**src/sv/adfe_pkg.sv**
```systemverilog
// ----------------------------------------------------------------------------
// adfe_pkg
// Shared constants for the advertising data field extractor: AD type codes,
// field widths and UUID size.
// ----------------------------------------------------------------------------
package adfe_pkg;

   localparam int ByteW    = 8;
   localparam int NameLenW = 5;
   localparam int UuidW    = 64;
   localparam int UuidBytes = 16;
   localparam int UuidIdxW = 4;
   localparam int NameHwCap = 31;

   // AD structure type codes
   localparam logic [ByteW-1:0] AdTypeUuid128Part  = 8'h06;
   localparam logic [ByteW-1:0] AdTypeUuid128Full  = 8'h07;
   localparam logic [ByteW-1:0] AdTypeNameShort    = 8'h08;
   localparam logic [ByteW-1:0] AdTypeNameComplete = 8'h09;

   // structure length needed to hold a type byte and a full 128-bit UUID
   localparam logic [ByteW-1:0] UuidMinLen = 8'(UuidBytes + 1);
   localparam logic [ByteW-1:0] PayloadMax = 8'hFF;

   typedef logic [UuidBytes-1:0][ByteW-1:0] uuid_type;

endpackage

```
**src/sv/adv_data_field_extractor_unit.sv**
```systemverilog
// ----------------------------------------------------------------------------
// adv_data_field_extractor_unit
// Streaming parser for advertising data: walks length-type-value structures,
// captures the first local name and the first 128-bit service UUID, and
// reports a summary request followed by the name bytes at payload end.
// ----------------------------------------------------------------------------
// Output: the summary request is valid in the cycle after the last payload byte
//   is accepted; name-byte requests follow at one per cycle when rsp_ready.
// Throughput: one payload byte per cycle. The name store is ping-ponged, so the
//   next payload streams in while the previous result run drains; only a last
//   byte waits, until every name read of the previous run has been issued and
//   the output register is free to take the summary.
// Reset: synchronous, active high; clears the parser and the result channel.
// ----------------------------------------------------------------------------
module adv_data_field_extractor_unit
   import adfe_pkg::*;
#(
   parameter int NAME_CAP = 32
) (
   input  logic                clock,
   input  logic                reset,
   input  logic                req_valid,
   output logic                req_ready,
   input  logic [ByteW-1:0]    req_adv_byte,
   input  logic                req_last_byte,
   output logic                rsp_valid,
   input  logic                rsp_ready,
   output logic                rsp_is_name_byte,
   output logic                rsp_name_found,
   output logic [NameLenW-1:0] rsp_name_length,
   output logic                rsp_uuid_found,
   output logic [UuidW-1:0]    rsp_uuid_low,
   output logic [UuidW-1:0]    rsp_uuid_high,
   output logic [ByteW-1:0]    rsp_name_byte,
   output logic                rsp_last_result
);

   // name bytes kept per payload, limited by the name_length field width
   localparam int NameKeep = (NAME_CAP - 1 > NameHwCap) ? NameHwCap : NAME_CAP - 1;
   localparam int NameAw   = (NameKeep > 1) ? $clog2(NameKeep) : 1;
   localparam int MemAw    = NameAw + 1;
   localparam int MemDepth = 1 << MemAw;

   // ------------------------------------------------------------------------
   // parser state
   // ------------------------------------------------------------------------
   logic [ByteW-1:0]    remain_ff, remain_in;
   logic [ByteW-1:0]    len_ff, len_in;
   logic [ByteW-1:0]    typ_ff, typ_in;
   logic [ByteW-1:0]    seen_ff, seen_in;
   logic [NameLenW-1:0] name_cnt_ff, name_cnt_in;
   logic                name_done_ff, name_done_in;
   uuid_type            uuid_ff, uuid_in;
   logic                uuid_done_ff, uuid_done_in;
   logic                uuid_halt_ff, uuid_halt_in;
   logic                wbank_ff, wbank_in;

   // values after the current byte, before the end-of-payload clear
   logic [ByteW-1:0]    upd_remain, upd_len, upd_typ, upd_seen;
   logic [NameLenW-1:0] upd_name_cnt;
   logic                upd_name_done, upd_uuid_done, upd_uuid_halt;
   uuid_type            upd_uuid;

   // ------------------------------------------------------------------------
   // result run state
   // ------------------------------------------------------------------------
   logic                rsp_valid_ff, rsp_valid_in;
   logic                is_name_ff, is_name_in;
   logic                last_res_ff, last_res_in;
   logic [NameLenW-1:0] drain_left_ff, drain_left_in;
   logic [NameAw-1:0]   drain_idx_ff, drain_idx_in;
   logic                rbank_ff, rbank_in;
   logic                snap_name_found_ff;
   logic [NameLenW-1:0] snap_name_len_ff;
   logic                snap_uuid_found_ff;
   uuid_type            snap_uuid_ff;
   logic                snap_load;

   // name store: two banks, one filling while the other drains
   logic [ByteW-1:0]    name_mem [MemDepth];
   logic [ByteW-1:0]    rd_data_ff;
   logic                name_wr_en;
   logic [MemAw-1:0]    name_wr_addr;
   logic                name_rd_en;
   logic [MemAw-1:0]    name_rd_addr;

   logic                req_fire, take, out_adv;
   logic [ByteW-1:0]    offset, k, typ_eff, len_m1;
   logic                name_cand, uuid_cand;

   assign out_adv   = !rsp_valid_ff || rsp_ready;
   // hold a last byte until the previous run has issued all of its name reads
   assign req_ready = !req_last_byte || (drain_left_ff == '0 && out_adv);
   assign req_fire  = req_valid && req_ready;
   // bytes past the 255th are dropped, but their last mark still counts
   assign take      = req_fire && (seen_ff != PayloadMax);

   // ------------------------------------------------------------------------
   // structure walker
   // ------------------------------------------------------------------------
   always_comb begin
      upd_remain    = remain_ff;
      upd_len       = len_ff;
      upd_typ       = typ_ff;
      upd_seen      = seen_ff;
      upd_name_cnt  = name_cnt_ff;
      upd_name_done = name_done_ff;
      upd_uuid      = uuid_ff;
      upd_uuid_done = uuid_done_ff;
      upd_uuid_halt = uuid_halt_ff;
      name_wr_en    = 1'b0;

      offset    = len_ff - remain_ff;
      k         = offset - 8'd1;
      len_m1    = len_ff - 8'd1;
      typ_eff   = (offset == '0) ? req_adv_byte : typ_ff;
      name_cand = !name_done_ff && len_ff > 8'd1 &&
                  (typ_eff == AdTypeNameShort || typ_eff == AdTypeNameComplete);
      uuid_cand = !uuid_done_ff && !uuid_halt_ff && len_ff >= UuidMinLen &&
                  (typ_eff == AdTypeUuid128Part || typ_eff == AdTypeUuid128Full);

      if (take) begin
         upd_seen = seen_ff + 8'd1;
         if (remain_ff == '0) begin
            // length byte: zero ends the UUID search for this payload
            if (req_adv_byte == '0) begin
               upd_uuid_halt = 1'b1;
            end else begin
               upd_len    = req_adv_byte;
               upd_remain = req_adv_byte;
            end
         end else begin
            upd_typ    = typ_eff;
            upd_remain = remain_ff - 8'd1;
            if (offset != '0) begin
               if (name_cand && k < 8'(NameKeep)) begin
                  name_wr_en = 1'b1;
               end
               if (uuid_cand && k < 8'(UuidBytes)) begin
                  upd_uuid[k[UuidIdxW-1:0]] = req_adv_byte;
               end
            end
            // commit a structure only once its final byte is in
            if (remain_ff == 8'd1) begin
               if (name_cand) begin
                  upd_name_done = 1'b1;
                  upd_name_cnt  = (len_m1 > 8'(NameKeep)) ? NameLenW'(NameKeep)
                                                          : len_m1[NameLenW-1:0];
               end
               if (uuid_cand) begin
                  upd_uuid_done = 1'b1;
               end
            end
         end
      end
   end

   assign name_wr_addr = {wbank_ff, k[NameAw-1:0]};

   // end of payload: snapshot the results and clear the walker
   assign snap_load = req_fire && req_last_byte;

   always_comb begin
      if (snap_load) begin
         remain_in    = '0;
         len_in       = '0;
         typ_in       = '0;
         seen_in      = '0;
         name_cnt_in  = '0;
         name_done_in = 1'b0;
         uuid_in      = '0;
         uuid_done_in = 1'b0;
         uuid_halt_in = 1'b0;
         wbank_in     = !wbank_ff;
      end else begin
         remain_in    = upd_remain;
         len_in       = upd_len;
         typ_in       = upd_typ;
         seen_in      = upd_seen;
         name_cnt_in  = upd_name_cnt;
         name_done_in = upd_name_done;
         uuid_in      = upd_uuid;
         uuid_done_in = upd_uuid_done;
         uuid_halt_in = upd_uuid_halt;
         wbank_in     = wbank_ff;
      end
   end

   // ------------------------------------------------------------------------
   // result sequencer: summary first, then one name byte per request
   // ------------------------------------------------------------------------
   always_comb begin
      rsp_valid_in  = rsp_valid_ff;
      is_name_in    = is_name_ff;
      last_res_in   = last_res_ff;
      drain_left_in = drain_left_ff;
      drain_idx_in  = drain_idx_ff;
      rbank_in      = rbank_ff;
      name_rd_en    = 1'b0;
      if (out_adv) begin
         priority if (drain_left_ff != '0) begin
            // advance to the next name byte
            rsp_valid_in  = 1'b1;
            is_name_in    = 1'b1;
            last_res_in   = (drain_left_ff == NameLenW'(1));
            name_rd_en    = 1'b1;
            drain_left_in = drain_left_ff - NameLenW'(1);
            drain_idx_in  = drain_idx_ff + NameAw'(1);
         end else if (snap_load) begin
            rsp_valid_in  = 1'b1;
            is_name_in    = 1'b0;
            last_res_in   = (upd_name_cnt == '0);
            drain_left_in = upd_name_cnt;
            drain_idx_in  = '0;
            rbank_in      = wbank_ff;
         end else begin
            rsp_valid_in = 1'b0;
         end
      end
   end

   assign name_rd_addr = {rbank_ff, drain_idx_ff};

   always_ff @(posedge clock) begin
      if (name_wr_en) begin
         name_mem[name_wr_addr] <= req_adv_byte;
      end
      if (name_rd_en) begin
         rd_data_ff <= name_mem[name_rd_addr];
      end
   end

   always_ff @(posedge clock) begin
      if (snap_load) begin
         snap_name_found_ff <= upd_name_done;
         snap_name_len_ff   <= upd_name_done ? upd_name_cnt : '0;
         snap_uuid_found_ff <= upd_uuid_done;
         snap_uuid_ff       <= upd_uuid_done ? upd_uuid : '0;
      end
   end

   always_ff @(posedge clock) begin
      if (reset) begin
         remain_ff     <= '0;
         len_ff        <= '0;
         typ_ff        <= '0;
         seen_ff       <= '0;
         name_cnt_ff   <= '0;
         name_done_ff  <= 1'b0;
         uuid_ff       <= '0;
         uuid_done_ff  <= 1'b0;
         uuid_halt_ff  <= 1'b0;
         wbank_ff      <= 1'b0;
         rsp_valid_ff  <= 1'b0;
         is_name_ff    <= 1'b0;
         last_res_ff   <= 1'b0;
         drain_left_ff <= '0;
         drain_idx_ff  <= '0;
         rbank_ff      <= 1'b0;
      end else begin
         remain_ff     <= remain_in;
         len_ff        <= len_in;
         typ_ff        <= typ_in;
         seen_ff       <= seen_in;
         name_cnt_ff   <= name_cnt_in;
         name_done_ff  <= name_done_in;
         uuid_ff       <= uuid_in;
         uuid_done_ff  <= uuid_done_in;
         uuid_halt_ff  <= uuid_halt_in;
         wbank_ff      <= wbank_in;
         rsp_valid_ff  <= rsp_valid_in;
         is_name_ff    <= is_name_in;
         last_res_ff   <= last_res_in;
         drain_left_ff <= drain_left_in;
         drain_idx_ff  <= drain_idx_in;
         rbank_ff      <= rbank_in;
      end
   end

   assign rsp_valid        = rsp_valid_ff;
   assign rsp_is_name_byte = is_name_ff;
   assign rsp_last_result  = last_res_ff;
   assign rsp_name_found   = snap_name_found_ff;
   assign rsp_name_length  = snap_name_len_ff;
   assign rsp_uuid_found   = snap_uuid_found_ff;
   assign rsp_uuid_low     = snap_uuid_ff[7:0];
   assign rsp_uuid_high    = snap_uuid_ff[15:8];
   assign rsp_name_byte    = is_name_ff ? rd_data_ff : '0;

   // ------------------------------------------------------------------------
   // assertions
   // ------------------------------------------------------------------------
   a_summary_after_last: assert property (@(posedge clock) disable iff (reset)
      req_valid && req_ready && req_last_byte |=> rsp_valid && !rsp_is_name_byte)
      else $error("no summary request after last payload byte");

   a_pending_names_valid: assert property (@(posedge clock) disable iff (reset)
      drain_left_ff != '0 |-> rsp_valid_ff && rsp_name_found)
      else $error("name bytes pending without a valid request in flight");

   a_name_implies_found: assert property (@(posedge clock) disable iff (reset)
      rsp_valid && rsp_is_name_byte |-> rsp_name_found && rsp_name_length != '0)
      else $error("name byte request without a captured name");

   a_no_run_overlap: assert property (@(posedge clock) disable iff (reset)
      drain_left_ff != '0 |-> !(req_valid && req_ready && req_last_byte))
      else $error("new payload ended while previous name run still draining");

endmodule
```
**config.mk**
```make
export PLATFORM = sky130hd
export DESIGN_NAME = adv_data_field_extractor_unit
export DESIGN_NICKNAME = d
export VERILOG_FILES = /design/src/sv/adfe_pkg.sv /design/src/sv/adv_data_field_extractor_unit.sv
export SDC_FILE = /design/constraint.sdc
export NUM_CORES = 1
export LEC_CHECK = 0
export BUFFER_PORTS_ARGS = -buffer_cell sky130_fd_sc_hd__buf_2
export CORE_UTILIZATION = 40
export DETAILED_ROUTE_END_ITERATION = 10
export SLEW_MARGIN = 30
export SYNTH_ARGS = -nofsm -noshare
export SYNTH_HDL_FRONTEND = slang
export SYNTH_SLANG_ARGS = --single-unit
```
**constraint.sdc**
```tcl
create_clock -name clock -period 10.25 [get_ports clock]
set_clock_uncertainty 0.05 [all_clocks]
set_input_delay 0.5125 -clock clock [delete_from_list [all_inputs] [get_ports clock]]
set_output_delay 0.5125 -clock clock [all_outputs]
set_load 0.1 [all_outputs]
```
* Yosys cells after proc, flatten, opt, wreduce, memory -nomap -nowiden
Memories as Yosys holds them, arrays and structs flattened. A register that Yosys moved wholly into a read port is not among the register bits. Cells that the tools add are included.
Storage, ports and cells: bits in registers 318, RAM bits 512, bits of input ports 13, output and inout bits 147, word-level logic and storage cells 155, memories kept 1
Memories:
- name_mem | words 64, bits a word 8, read ports 1, clocked after Yosys merged registers in 1, write ports 1, line adv_data_field_extractor_unit.sv:80 | logic [ByteW-1:0] name_mem [MemDepth];
Operators by class: add/sub/neg operators 7, order comparisons 7, eq/ne operators 8, muxes and demuxes 42, bitwise logic cells 3, reductions and logical operators 37
Operators with widths (count):
- $mux W128 | 4
- $bwmux W128 | 1
- $mux W5 | 9
- $mux W8 | 5
- $demux W8 S4 | 1
- $logic_not A8 Y1 | 3
- $sub A8 B1 Y8 const B | 3
- $mux W1 | 22
- $eq A8 B3 Y1 const B | 2
- $eq A8 B4 Y1 const B | 2
- $lt A8 B5 Y1 const B | 2
- $logic_and A1 B1 Y1 | 12
- $logic_not A5 Y1 | 2
- $reduce_and A3 Y1 | 3
- $add A8 B1 Y8 const B | 1
- $eq A8 B1 Y1 const B | 1
- $ge A8 B5 Y1 const B | 1
- $gt A8 B1 Y1 const B | 1
- $gt A8 B5 Y1 const B | 1
- $ne A8 B8 Y1 const B | 1
- $reduce_bool A8 Y1 | 1
- $sub A8 B8 Y8 | 1
- $logic_not A1 Y1 | 6
- $reduce_and A2 Y1 | 3
- 11 further kinds | 16

* Depth between registers and ports, before layout
Gate-level depths: netlist of run 1.
depth in word-level cells 13, gate-level depth with buffers 15, gate-level depth less buffers 12

* Worst setup path before layout of run 1
Ideal clock, no wire load.
path type flip-flop to flip-flop, start point register drain_left_ff[0], end point register uuid_ff[10] (netlist name), library setup time 132 ps, arrival time 6505 ps, data required time 10068 ps, setup slack 3563 ps, stages on the path, launching flop included 13, buffers on the path 3, period minus slack after synthesis 6687 ps, path through dfxtp_1 > inv_1 > ha_1 > or4b_4 > nor2_1 > nand3_1 > inv_1 > clkbuf_1 > nor2_1 > clkbuf_1 > nand2_1 > clkbuf_1 > mux2i_1
Between the ends: word-level cells in the longest chain between the ends 6, elaborated cells on any way between the ends 8, classes of those cells mux: 1; reduce/logical: 7
RTL lines:
- start: declaration | line adv_data_field_extractor_unit.sv:70 | logic [NameLenW-1:0] drain_left_ff, drain_left_in;
- start signal: assignment | line adv_data_field_extractor_unit.sv:274 | drain_left_ff <= drain_left_in;
- $logic_not A5 Y1 | line adv_data_field_extractor_unit.sv:93 | assign req_ready = !req_last_byte || (drain_left_ff == '0 && out_adv);
- $logic_and A1 B1 Y1 | line adv_data_field_extractor_unit.sv:93
- $logic_or A1 B1 Y1 | line adv_data_field_extractor_unit.sv:93
- $logic_and A1 B1 Y1 | line adv_data_field_extractor_unit.sv:94 | assign req_fire = req_valid && req_ready;
- $logic_and A1 B1 Y1 | line adv_data_field_extractor_unit.sv:161 | assign snap_load = req_fire && req_last_byte;
- named net snap_load | line adv_data_field_extractor_unit.sv:77 | logic snap_load;
- $reduce_or A2 Y1 (no source line)
- end signal: assignment | line adv_data_field_extractor_unit.sv:267 | uuid_ff <= uuid_in;
- end: declaration | line adv_data_field_extractor_unit.sv:53 | uuid_type uuid_ff, uuid_in;
The timed path passes the listed nets, and every way through them passes these cells. A chain may end at the register's enable or synchronous reset.

* Worst setup path in the final report of run 1
start point register len_ff[0], end point register snap_uuid_ff, in the netlist rsp_uuid_low[14], data pin
Between the ends: word-level cells in the longest chain between the ends 11, elaborated cells on any way between the ends 27, classes of those cells add/sub: 2; order compare: 4; eq/ne: 2; mux: 12; reduce/logical: 7
RTL lines:
- start: declaration | line adv_data_field_extractor_unit.sv:48 | logic [ByteW-1:0] len_ff, len_in;
- start signal: assignment | line adv_data_field_extractor_unit.sv:262 | len_ff <= len_in;
- $sub A8 B8 Y8 | line adv_data_field_extractor_unit.sv:113 | offset = len_ff - remain_ff;
- $sub A8 B1 Y8 / $logic_not A8 Y1 (equally long branches) | line adv_data_field_extractor_unit.sv:114, adv_data_field_extractor_unit.sv:116
- $lt A4 B5 Y1 (not written as such) (tied with other cells) | line adv_data_field_extractor_unit.sv:140 | upd_uuid[k[UuidIdxW-1:0]] = req_adv_byte;
- $logic_and A1 B1 Y1 (not written as such) / $eq A8 B3 Y1 (equally long branches) | line adv_data_field_extractor_unit.sv:140, adv_data_field_extractor_unit.sv:120
- $mux W8 (not written as such) / $logic_or A1 B1 Y1 (equally long branches) | line adv_data_field_extractor_unit.sv:140, adv_data_field_extractor_unit.sv:120
- $demux W8 S4 / $logic_and A1 B1 Y1 (equally long branches) | line adv_data_field_extractor_unit.sv:140, adv_data_field_extractor_unit.sv:119
- $bwmux W128 / $logic_and A1 B1 Y1 (equally long branches) | line adv_data_field_extractor_unit.sv:140, adv_data_field_extractor_unit.sv:139
- $mux W128 | line adv_data_field_extractor_unit.sv:139 | if (uuid_cand && k < 8'(UuidBytes)) begin
- $mux W128 | line adv_data_field_extractor_unit.sv:135 | if (offset != '0) begin
- $mux W128 | line adv_data_field_extractor_unit.sv:124 | if (remain_ff == '0) begin
- $mux W128 | line adv_data_field_extractor_unit.sv:122 | if (take) begin
- end signal: assignment | line adv_data_field_extractor_unit.sv:238 | snap_uuid_ff <= upd_uuid_done ? upd_uuid : '0;
- end: declaration | line adv_data_field_extractor_unit.sv:76 | uuid_type snap_uuid_ff;
Several ways; a longest one is shown, not always the timed one.

==> results.sh, run 1 <==
export IMPL_status="finished clean"
export IMPL_max_freq_mhz=190
export IMPL_clock_sinks=837
export IMPL_grt_max_degree=76
export IMPL_hp_class="input pin to flop"
export IMPL_cp_startpoint="len_ff[0]"
export IMPL_io_pins=160
export IMPL_synth_edff_count=655
export IMPL_cp_data_required_time_ns=10.63
export IMPL_cts_tree="yes"
export IMPL_fin_crit_ns=5.27
export IMPL_vias=19100
export IMPL_fin_crit_sh_pct=51.4
export IMPL_cts_resized=0
export IMPL_drv_slew=0
export IMPL_hold_violations=0
export IMPL_end_kind="flop"
export IMPL_antenna_found_initial=0
export IMPL_final_nets=2324
export IMPL_gp_congestion=0.836
export IMPL_rr_endpoint="rsp_uuid_low[14]"
export IMPL_fin_tns_setup_ns=0
export IMPL_yosysSeqAreaShare_pct=67.9
export IMPL_ys_seq_elements=837
export IMPL_ctsHoldBuffers=0
export IMPL_numPortBuffers=159
export IMPL_rrSetupSlack_ns=4.98
export IMPL_r2r_start="len_ff[0]"
export IMPL_cpPeakStageDelay_ns=0.72
export IMPL_grt_pass1_wl_microns=126000
export IMPL_mostFrequentLayoutCell="edfxtp_1"
export IMPL_pre_cts_ws_ns=5.10
export IMPL_path_common_cell="inv_1"
export IMPL_drt_first_pass_iters=5
export IMPL_fillers=7398
export IMPL_final_cell_mix="655 x edfxtp_1, 320 x nand2_1, 279 x mux2i_1"
export IMPL_leakage_nw=14.1
export IMPL_synth_net_count=2181
export IMPL_netlist_cell_type_count=68
export IMPL_antenna_cells=0
export IMPL_drc=0
export IMPL_dieArea_sq_um=87100
export IMPL_worstPathArrival_ns=5.65
export IMPL_grt_pass1_vias=19100
export IMPL_ant_nets=0
export IMPL_vdd_drop_max_mv=0.183
export IMPL_viasPerCell=5.45
export IMPL_setup_viol=0
export IMPL_cpLargestDelayFamily="simple AND/OR/NAND/NOR gates"
export IMPL_cts_root_buf="clkbuf_16"
export IMPL_clk_latency_ns=0.63
export IMPL_wl_microns=84600
export IMPL_grt_usage_pct=19.5
export IMPL_crit_chain="inv_1 > ha_1 > inv_1 > fa_1 > inv_1 > ha_1 > nand2_1 > nor2_1 > nor4b_1 > a311o_2 > buf_4 > nand2_1 > mux2i_1"
export IMPL_maxCapViolCount=0
export IMPL_crit_slowest_cell="buf_4"
export IMPL_post_cts_buffers=0
export IMPL_worstSetupEndpoint="rsp_uuid_low[14]"
export IMPL_p_per_area_nw_per_um2=266
export IMPL_die_h_microns=295
export IMPL_rsz0062_at_grt="no"
export IMPL_cts_buffers=87
export IMPL_synthCells=2145
export IMPL_initial_core_util_pct=40.3
export IMPL_setup_slack_ns=4.98
export IMPL_critical_path_class="flop to flop"
export IMPL_cp_depth=13
export IMPL_syn_area_sq_um=34400
export IMPL_p_total_w=0.0104
export IMPL_synthToLayoutAreaGrowth_pct=13.4
export IMPL_synth_ff_type="edfxtp_1"
export IMPL_relSlewSlack_pct=33.9
export IMPL_grt_ovfl_total=0
export IMPL_cts_max_level=3
export IMPL_reg2reg_depth=13
export IMPL_cp_buffers_inverters=4
export IMPL_cts_max_path_buffers=3
export IMPL_wl_per_cell_microns=24.2
export IMPL_critPathMaxFanout=72
export IMPL_cp_start_kind="flop"
export IMPL_yosys_warnings=0
export IMPL_avgSynthCellArea_sq_um=16.0
export IMPL_tightest_slew_ns=0.989
export IMPL_post_route_util_pct=45.8
export IMPL_core_rowCount=107
export IMPL_clk_pin_slew_ns=0.06
export IMPL_dpl_hpwl_microns=54300
export IMPL_drt_iter0_drc=1682
export IMPL_async_reset_ff_share_pct=0
export IMPL_drive_gt1_share_pct=22.3
export IMPL_die_w_microns=295
export IMPL_fp_coreArea_sq_um=85100
final cells by class:
cell class / instances / area [sq um] / share of cell area (%)
Sequential cell: 837 / 23300 / 59.9
Multi-Input combinational cell: 1152 / 10200 / 26.3
Clock buffer: 112 / 2350 / 6.04
Tap cell: 1144 / 1430 / 3.67
Timing Repair Buffer: 189 / 1080 / 2.77
Clock inverter: 47 / 463 / 1.19
Inverter: 21 / 83.8 / 0.215
power by group:
part | internal (W) | switching (W) | total, W | leakage (nW)
clock network | 0.00181 | 0.00131 | 0.00312 | 1.37
registers | 0.00382 | 0.000157 | 0.00398 | 7.42
logic | 0.000958 | 0.00232 | 0.00328 | 5.31
total | 0.00658 | 0.00379 | 0.0104 | 14.1
sequential cells by signal, summed over array words and instances, names as in the netlist, 5 cells and up:
signal	cells
rsp_uuid_low	64
name_mem	512
seen_ff	8
typ_ff	7
rd_data_ff	8
rsp_name_length	5
remain_ff	8
uuid_ff	128
len_ff	8
drain_left_ff	5
name_cnt_ff	5
rsp_uuid_high	64
drain_idx_ff	5
logic make-up (layout without fill, tap and decap cells):
family / after synthesis / count (layout) / synth area share, %
XOR/XNOR: 24 / 24 / 0.612
flip-flops: 837 / 837 / 67.9
adder cells (fa/ha/maj): 23 / 23 / 0.859
buffers and inverters: 156 / 369 / 2.47
AND/OR/NAND/NOR: 575 / 575 / 7.41
AO/OA/AOI/OAI: 82 / 82 / 1.62
multiplexers: 448 / 448 / 19.2
worst register-to-register path: stages, from the launching register on:
cell     delay (ns)
dfxtp_1        0.46
inv_1          0.15
ha_1           0.21
inv_1          0.07
fa_1           0.46
inv_1          0.16
ha_1           0.29
nand2_1        0.14
nor2_1         0.20
nor4b_1        0.51
a311o_2        0.58
buf_4          0.73
nand2_1        0.72
mux2i_1        0.37
layer usage:
layer / GRT usage [%] / vias to the layer above / wire [microns]
met5: 0 / - / 0
met4: 5.42 / 0 / 1930
met3: 3.46 / 115 / 5130
met2: 31.8 / 575 / 41500
met1: 26.9 / 9942 / 36000
li1: - / 8450 / -
stage by stage:
| step | cell area [sq um] | hold slack, ns | cells |
|---|---|---|---|
| global placement | 36000 | 0.394 | 3339 |
| floorplan | 34400 | 0.385 | 2145 |
| CTS | 38900 | 0.0826 | 3501 |
| finish | 39000 | 0.125 | 3502 |
| detailed placement | 36100 | 0.399 | 3342 |
| global route | 39000 | 0.124 | 3502 |
worst min-delay path by stage:
stage	startpoint	end	slack, ns	cells past startpoint
after floorplan	uuid_ff[0]	uuid_ff[0]	0.38	2
after global placement	uuid_ff[4]	uuid_ff[4]	0.39	2
after detailed placement	uuid_ff[0]	uuid_ff[0]	0.40	2
after CTS	req_last_byte	rsp_valid	0.08	3
after global routing	req_last_byte	rsp_valid	0.12	3
final	req_last_byte	rsp_valid	0.13	3
cells in the mapped netlist, drive strengths merged, types with 2 or more instances:
cell | instances | share of area, %
edfxtp | 655 | 57
nand2 | 320 | 3.5
mux2i | 279 | 8.1
dfxtp | 182 | 11
mux4 | 168 | 11
nor2 | 128 | 1.4
clkbuf | 85 | 0.93
buf | 49 | 1.3
a21oi | 29 | 0.43
nand3 | 23 | 0.35
ha | 22 | 0.80
inv | 21 | 0.23
or4 | 20 | 0.55
nor3 | 17 | 0.25
nand4 | 16 | 0.29
and2 | 14 | 0.26
xnor2 | 12 | 0.31
xor2 | 12 | 0.31
o21ai | 10 | 0.16
a211oi | 6 | 0.13
a22o | 6 | 0.15
and3 | 5 | 0.091
nor4 | 5 | 0.13
or3 | 5 | 0.091
nand2b | 4 | 0.073
nor2b | 4 | 0.073
o22ai | 4 | 0.073
o31ai | 4 | 0.087
or2 | 4 | 0.073
o21a | 3 | 0.066
a211o | 2 | 0.051
a21o | 2 | 0.044
a311oi | 2 | 0.051
a31o | 2 | 0.076
a31oi | 2 | 0.036
and4 | 2 | 0.051
nor4b | 2 | 0.051
o311ai | 2 | 0.051
or4b | 2 | 0.069
No activity file was read; power rests on OpenSTA's default activity.
==> inputs of run 2 (changes only) <==
==> constraint.sdc (replaced) <==
create_clock -name clock -period 5.3 [get_ports clock]
set_clock_uncertainty 0.05 [all_clocks]
set_input_delay 0.265 -clock clock [delete_from_list [all_inputs] [get_ports clock]]
set_output_delay 0.265 -clock clock [all_outputs]
set_load 0.1 [all_outputs]
==> results.sh, run 2 (synthesized netlist as in run 1, its figures left out) <==
export IMPL_status="finished clean"
export IMPL_fin_tns_setup_ns=0
export IMPL_max_freq_mhz=207
export IMPL_vias=19200
export IMPL_placed_cell_area_sq_um=36300
export IMPL_cts_root_buf="clkbuf_16"
export IMPL_rrSetupSlack_ns=0.48
export IMPL_viasPerCell=5.45
export IMPL_drt_iter0_drc=1864
export IMPL_critical_path_class="flop to flop"
export IMPL_cts_max_level=3
export IMPL_gp_congestion=0.796
export IMPL_core_rowCount=107
export IMPL_reg_top3="name_mem: 512 flops, uuid_ff: 128 flops"
export IMPL_cp_buffers_inverters=4
export IMPL_critPathMaxFanout=16
export IMPL_hp_class="input pin to flop"
export IMPL_ant_nets=0
export IMPL_hold_end="rsp_uuid_low[5]"
export IMPL_reg2reg_depth=13
export IMPL_cpLargestDelayFamily="simple AND/OR/NAND/NOR gates"
export IMPL_fin_crit_sh_pct=91.0
export IMPL_maxCapViolCount=0
export IMPL_holdPathStages=3
export IMPL_cts_buffers=85
export IMPL_r2r_start="len_ff[0]"
export IMPL_clk_pin_slew_ns=0.06
export IMPL_wl_met1_microns=35700
export IMPL_crit_slowest_cell="or4_1"
export IMPL_grt_pass1_vias=19200
export IMPL_hold_violations=0
export IMPL_tightest_slew_ns=1.00
export IMPL_drc=0
export IMPL_seq_area_sq_um=23300
export IMPL_stdcell_count=3530
export IMPL_rr_endpoint="uuid_ff[83]"
export IMPL_path_common_cell="inv_1"
export IMPL_antenna_found_initial=3
export IMPL_drt_first_pass_iters=5
export IMPL_cts_tree="yes"
export IMPL_hold_start="req_adv_byte[5]"
export IMPL_clk_latency_ns=0.65
export IMPL_end_kind="flop"
export IMPL_grt_pass1_wl_microns=125000
export IMPL_setup_viol=0
export IMPL_highest_layer="met5"
export IMPL_wl_met3_microns=5080
export IMPL_cp_data_required_time_ns=5.76
export IMPL_numPortBuffers=159
export IMPL_final_nets=2351
export IMPL_dieArea_sq_um=87100
export IMPL_grt_ovfl_total=0
export IMPL_finalInstanceArea_sq_um=39300
export IMPL_cts_resized=0
export IMPL_crit_chain="inv_1 > ha_1 > inv_1 > fa_1 > inv_1 > ha_1 > nand2_1 > nor2_1 > nor4b_1 > mux2_2 > or4_1 > buf_4 > mux2i_1"
export IMPL_drv_slew=0
export IMPL_initial_core_util_pct=40.3
export IMPL_final_cell_mix="655 x edfxtp_1, 318 x nand2_1, 279 x mux2i_1"
export IMPL_p_per_area_nw_per_um2=509
export IMPL_setup_slack_ns=0.479
export IMPL_wl_microns=84300
export IMPL_fillers=7326
export IMPL_io_pins=160
export IMPL_fp_coreArea_sq_um=85100
export IMPL_mostFrequentLayoutCell="edfxtp_1"
export IMPL_dp_cells=3365
export IMPL_rsz0062_at_grt="no"
export IMPL_cp_start_kind="flop"
export IMPL_multi_input_area_sq_um=10200
export IMPL_clock_sinks=837
export IMPL_cts_max_path_buffers=3
export IMPL_leakage_nw=14.3
export IMPL_vdd_drop_max_mv=0.373
export IMPL_dpl_hpwl_microns=52100
export IMPL_largest_reg_flops=512
export IMPL_worstPathArrival_ns=5.28
export IMPL_die_h_microns=295
export IMPL_grt_usage_pct=19.3
export IMPL_post_route_util_pct=46.1
export IMPL_wl_per_cell_microns=23.9
export IMPL_cpPeakStageDelay_ns=0.98
export IMPL_fin_crit_ns=4.82
export IMPL_wl_met2_microns=41900
export IMPL_regMostFlops="name_mem"
export IMPL_drive_gt1_share_pct=22.5
export IMPL_antenna_cells=0
export IMPL_relSlewSlack_pct=33.0
export IMPL_pre_cts_ws_ns=0.633
export IMPL_grt_max_degree=131
export IMPL_die_w_microns=295
export IMPL_synthToLayoutAreaGrowth_pct=14.2
run 2: cell types whose count changed in the layout (fill, tap and decap cells not counted), moves of 3 or more:
cell,change
buf_4,+23
dlygate4sd3_1,+7
bufinv_16,+5
clkbuf_8,-5
or4_1,+5
or4_2,-5
clkinv_1,+4
buf_12,+3
buf_6,-3
clkbuf_1,+3
clkbuf_16,-3
clkinvlp_4,-3
run 2: where the power goes:
| group | total, W | internal, W | leakage (nW) | switching (W) |
|---|---|---|---|---|
| sequential | 0.00765 | 0.00738 | 7.42 | 0.000267 |
| combinational | 0.00613 | 0.00187 | 5.44 | 0.00426 |
| clock | 0.00621 | 0.00360 | 1.39 | 0.00261 |
| total | 0.0200 | 0.0129 | 14.3 | 0.00714 |
run 2: worst max path at each step:
| stage | startpoint | end | slack, ns | depth (start not counted) |
|---|---|---|---|---|
| 2_1_floorplan | drain_left_ff[0] | uuid_ff[10] | 0.79 | 12 |
| 3_3_place_gp | len_ff[0] | uuid_ff[83] | 0.69 | 13 |
| 3_5_place_dp | len_ff[0] | uuid_ff[83] | 0.63 | 13 |
| 4_1_cts | len_ff[0] | uuid_ff[83] | 0.64 | 13 |
| 5_1_grt | len_ff[0] | uuid_ff[83] | 0.35 | 13 |
| 6_report | len_ff[0] | uuid_ff[83] | 0.48 | 13 |
run 2: tightest hold or removal path, delay by kind of cell:
kind	cells	cell delay [ns]
buffers and inverters	1	0.15
muxes	1	0.09
and+or+nand+nor	1	0.13
run 2: final cells by class:
class / count / area share [%]
clock buffers: 107 / 5.66
repair buffers: 218 / 3.36
inverters: 21 / 0.214
clock inverters: 51 / 1.69
flip-flops and latches: 837 / 59.4
well taps: 1144 / 3.65
multi-input cells: 1152 / 26.0
run 2: timing repair:
| item | 4_1_cts | 5_1_grt |
|---|---|---|
| endpoints found under the hold margin | 14 | 0 |
| buffers inserted | 0 | 0 |
| hold buffers | 7 | 0 |
run 2: per-layer routing:
layer | vias to the layer above | GRT usage (%)
li1 | 8507 | -
met1 | 10000 | 26.3
met2 | 606 | 32.2
met3 | 112 | 3.33
met4 | 2 | 5.03
met5 | - | 0
run 2: metrics by stage:
stage                     hold slack [ns]  power (W)
after global routing                0.152     0.0207
after global placement              0.395     0.0138
after detailed placement            0.397     0.0139
after floorplan                     0.314     0.0122
final                               0.124     0.0200
after CTS                           0.116     0.0201
==> inputs of run 3 (changes only) <==
--- a/config.mk
+++ b/config.mk
@@ -6,8 +6,9 @@
 export NUM_CORES = 1
 export LEC_CHECK = 0
 export BUFFER_PORTS_ARGS = -buffer_cell sky130_fd_sc_hd__buf_2
-export CORE_UTILIZATION = 40
+export CORE_UTILIZATION = 60
 export DETAILED_ROUTE_END_ITERATION = 10
+export PLACE_DENSITY = 0.78
 export SLEW_MARGIN = 30
 export SYNTH_ARGS = -nofsm -noshare
 export SYNTH_HDL_FRONTEND = slang
==> results.sh, run 3 (synthesized netlist as in run 1, its figures left out) <==
export IMPL_reg2reg_depth=12
export IMPL_drt_iter0_drc=2143
export IMPL_p_per_area_nw_per_um2=509
export IMPL_r2r_start="len_ff[0]"
export IMPL_holdPathStages=4
export IMPL_crit_chain="inv_1 > ha_1 > inv_1 > fa_1 > inv_1 > ha_1 > nand2_1 > nor2_1 > nor4b_1 > mux2_2 > or4_1 > mux2i_1"
export IMPL_largest_reg_flops=512
export IMPL_cts_resized=0
export IMPL_final_nets=2329
export IMPL_cts_max_level=3
export IMPL_cts_root_buf="clkbuf_16"
export IMPL_tightest_slew_ns=0.972
export IMPL_numPortBuffers=159
export IMPL_antenna_found_initial=2
export IMPL_grt_usage_pct=28.3
export IMPL_grt_pass1_wl_microns=120000
export IMPL_vdd_drop_max_mv=0.498
export IMPL_status="finished clean"
export IMPL_reg_top3="name_mem: 512 flops, uuid_ff: 128 flops"
export IMPL_fp_coreArea_sq_um=56500
export IMPL_drv_slew=0
export IMPL_wl_microns=80300
export IMPL_ctsHoldBuffers=3
export IMPL_worstPathArrival_ns=5.04
export IMPL_clock_sinks=837
export IMPL_critPathMaxFanout=16
export IMPL_power_switching_w=0.00695
export IMPL_grt_ovfl_total=0
export IMPL_grt_pass1_vias=19400
export IMPL_cpPeakStageDelay_ns=0.99
export IMPL_cts_max_path_buffers=3
export IMPL_initial_core_util_pct=60.8
export IMPL_vias=19500
export IMPL_crit_slowest_cell="or4_1"
export IMPL_cts_buffers=81
export IMPL_hold_start="req_last_byte"
export IMPL_hold_end="seen_ff[6]"
export IMPL_wl_per_cell_microns=25.8
export IMPL_dieArea_sq_um=58200
export IMPL_max_freq_mhz=211
export IMPL_cp_start_kind="flop"
export IMPL_pre_cts_ws_ns=0.589
export IMPL_leakage_nw=14.1
export IMPL_die_h_microns=241
export IMPL_path_common_cell="inv_1"
export IMPL_clk_pin_slew_ns=0.06
export IMPL_switching_share_pct=35.5
export IMPL_dpl_hpwl_microns=46800
export IMPL_fin_crit_ns=4.75
export IMPL_io_pins=160
export IMPL_regMostFlops="name_mem"
export IMPL_drt_first_pass_iters=6
export IMPL_p_clk_share_pct=29.9
export IMPL_viasPerCell=6.26
export IMPL_p_seq_share_pct=39.3
export IMPL_maxCapViolCount=0
export IMPL_cp_data_required_time_ns=5.60
export IMPL_relSlewSlack_pct=35.0
export IMPL_clk_latency_ns=0.64
export IMPL_fin_tns_setup_ns=0
export IMPL_internal_power_w=0.0126
export IMPL_fillers=3652
export IMPL_rsz0062_at_grt="no"
export IMPL_gp_congestion=0.856
export IMPL_end_kind="flop"
export IMPL_final_cell_mix="655 x edfxtp_1, 320 x nand2_1, 279 x mux2i_1"
export IMPL_setup_slack_ns=0.553
export IMPL_setup_viol=0
export IMPL_p_comb_share_pct=30.8
export IMPL_synthToLayoutAreaGrowth_pct=11.8
export IMPL_grt_max_degree=99
export IMPL_ant_nets=0
export IMPL_critical_path_class="flop to flop"
export IMPL_hold_violations=0
export IMPL_drive_gt1_share_pct=21.9
export IMPL_cts_tree="yes"
export IMPL_rr_endpoint="rsp_uuid_high[39]"
export IMPL_post_cts_buffers=0
export IMPL_hp_class="input pin to flop"
export IMPL_rrSetupSlack_ns=0.55
export IMPL_mostFrequentLayoutCell="edfxtp_1"
export IMPL_post_route_util_pct=68.0
export IMPL_fin_crit_sh_pct=89.6
export IMPL_core_rowCount=87
export IMPL_die_w_microns=241
export IMPL_drc=0
==> run 3: cell type report <==
cell class                      count  area (sq um)  share of cell area [%]
Antenna cell                        1          2.50                 0.00652
Clock buffer                       99          2140                    5.56
Clock inverter                     50           539                    1.40
Inverter                           21          83.8                   0.218
Multi-Input combinational cell   1152         10200                    26.6
Sequential cell                   837         23300                    60.7
Tap cell                          756           946                    2.46
Timing Repair Buffer              200          1160                    3.03
==> run 3: power groups by stage <==
stage	logic [W]	clock network, W	registers, W
after floorplan	0.00354	0	0.00862
after detailed placement	0.00586	0	0.00783
after CTS	0.00593	0.00589	0.00769
after global placement	0.00575	0	0.00782
final	0.00601	0.00586	0.00768
after global routing	0.00633	0.00613	0.00773
==> run 3: worst max-delay path by stage <==
stage | from | end | slack [ns] | depth (start not counted)
6_report | len_ff[0] | rsp_uuid_high[39] | 0.55 | 12
2_1_floorplan | drain_left_ff[0] | uuid_ff[10] | 0.79 | 12
4_1_cts | len_ff[0] | rsp_uuid_high[39] | 0.57 | 12
3_3_place_gp | len_ff[0] | rsp_uuid_high[37] | 0.78 | 12
5_1_grt | len_ff[0] | rsp_uuid_low[52] | 0.22 | 14
3_5_place_dp | len_ff[0] | rsp_uuid_high[39] | 0.59 | 12
==> run 3: critical path: cells and delay by family, from the launching register on <==
kind / cells / cell delay (ns)
fa+ha+maj: 3 / 0.94
buf+inv: 3 / 0.36
flops: 1 / 0.43
mux: 2 / 0.82
simple gates: 4 / 1.86
==> run 3: stage by stage <==
stage	std cells	hold slack, ns	instance area [sq um]	power [W]
global placement	2962	0.394	35700	0.0136
global route	3115	0.0494	38400	0.0202
finish	3116	0.0865	38400	0.0196
CTS	3114	0.0523	38400	0.0195
detailed placement	2962	0.402	35700	0.0137
floorplan	2145	0.314	34400	0.0122
==> run 3: metal layers <==
metal	vias to the layer above	global-route usage, %	part of all wire, %
met1	9869	38.2	39
met4	4	9.86	3.5
li1	8451	-	-
met2	984	46.8	50
met3	183	4.90	7.9
met5	-	0	0.034
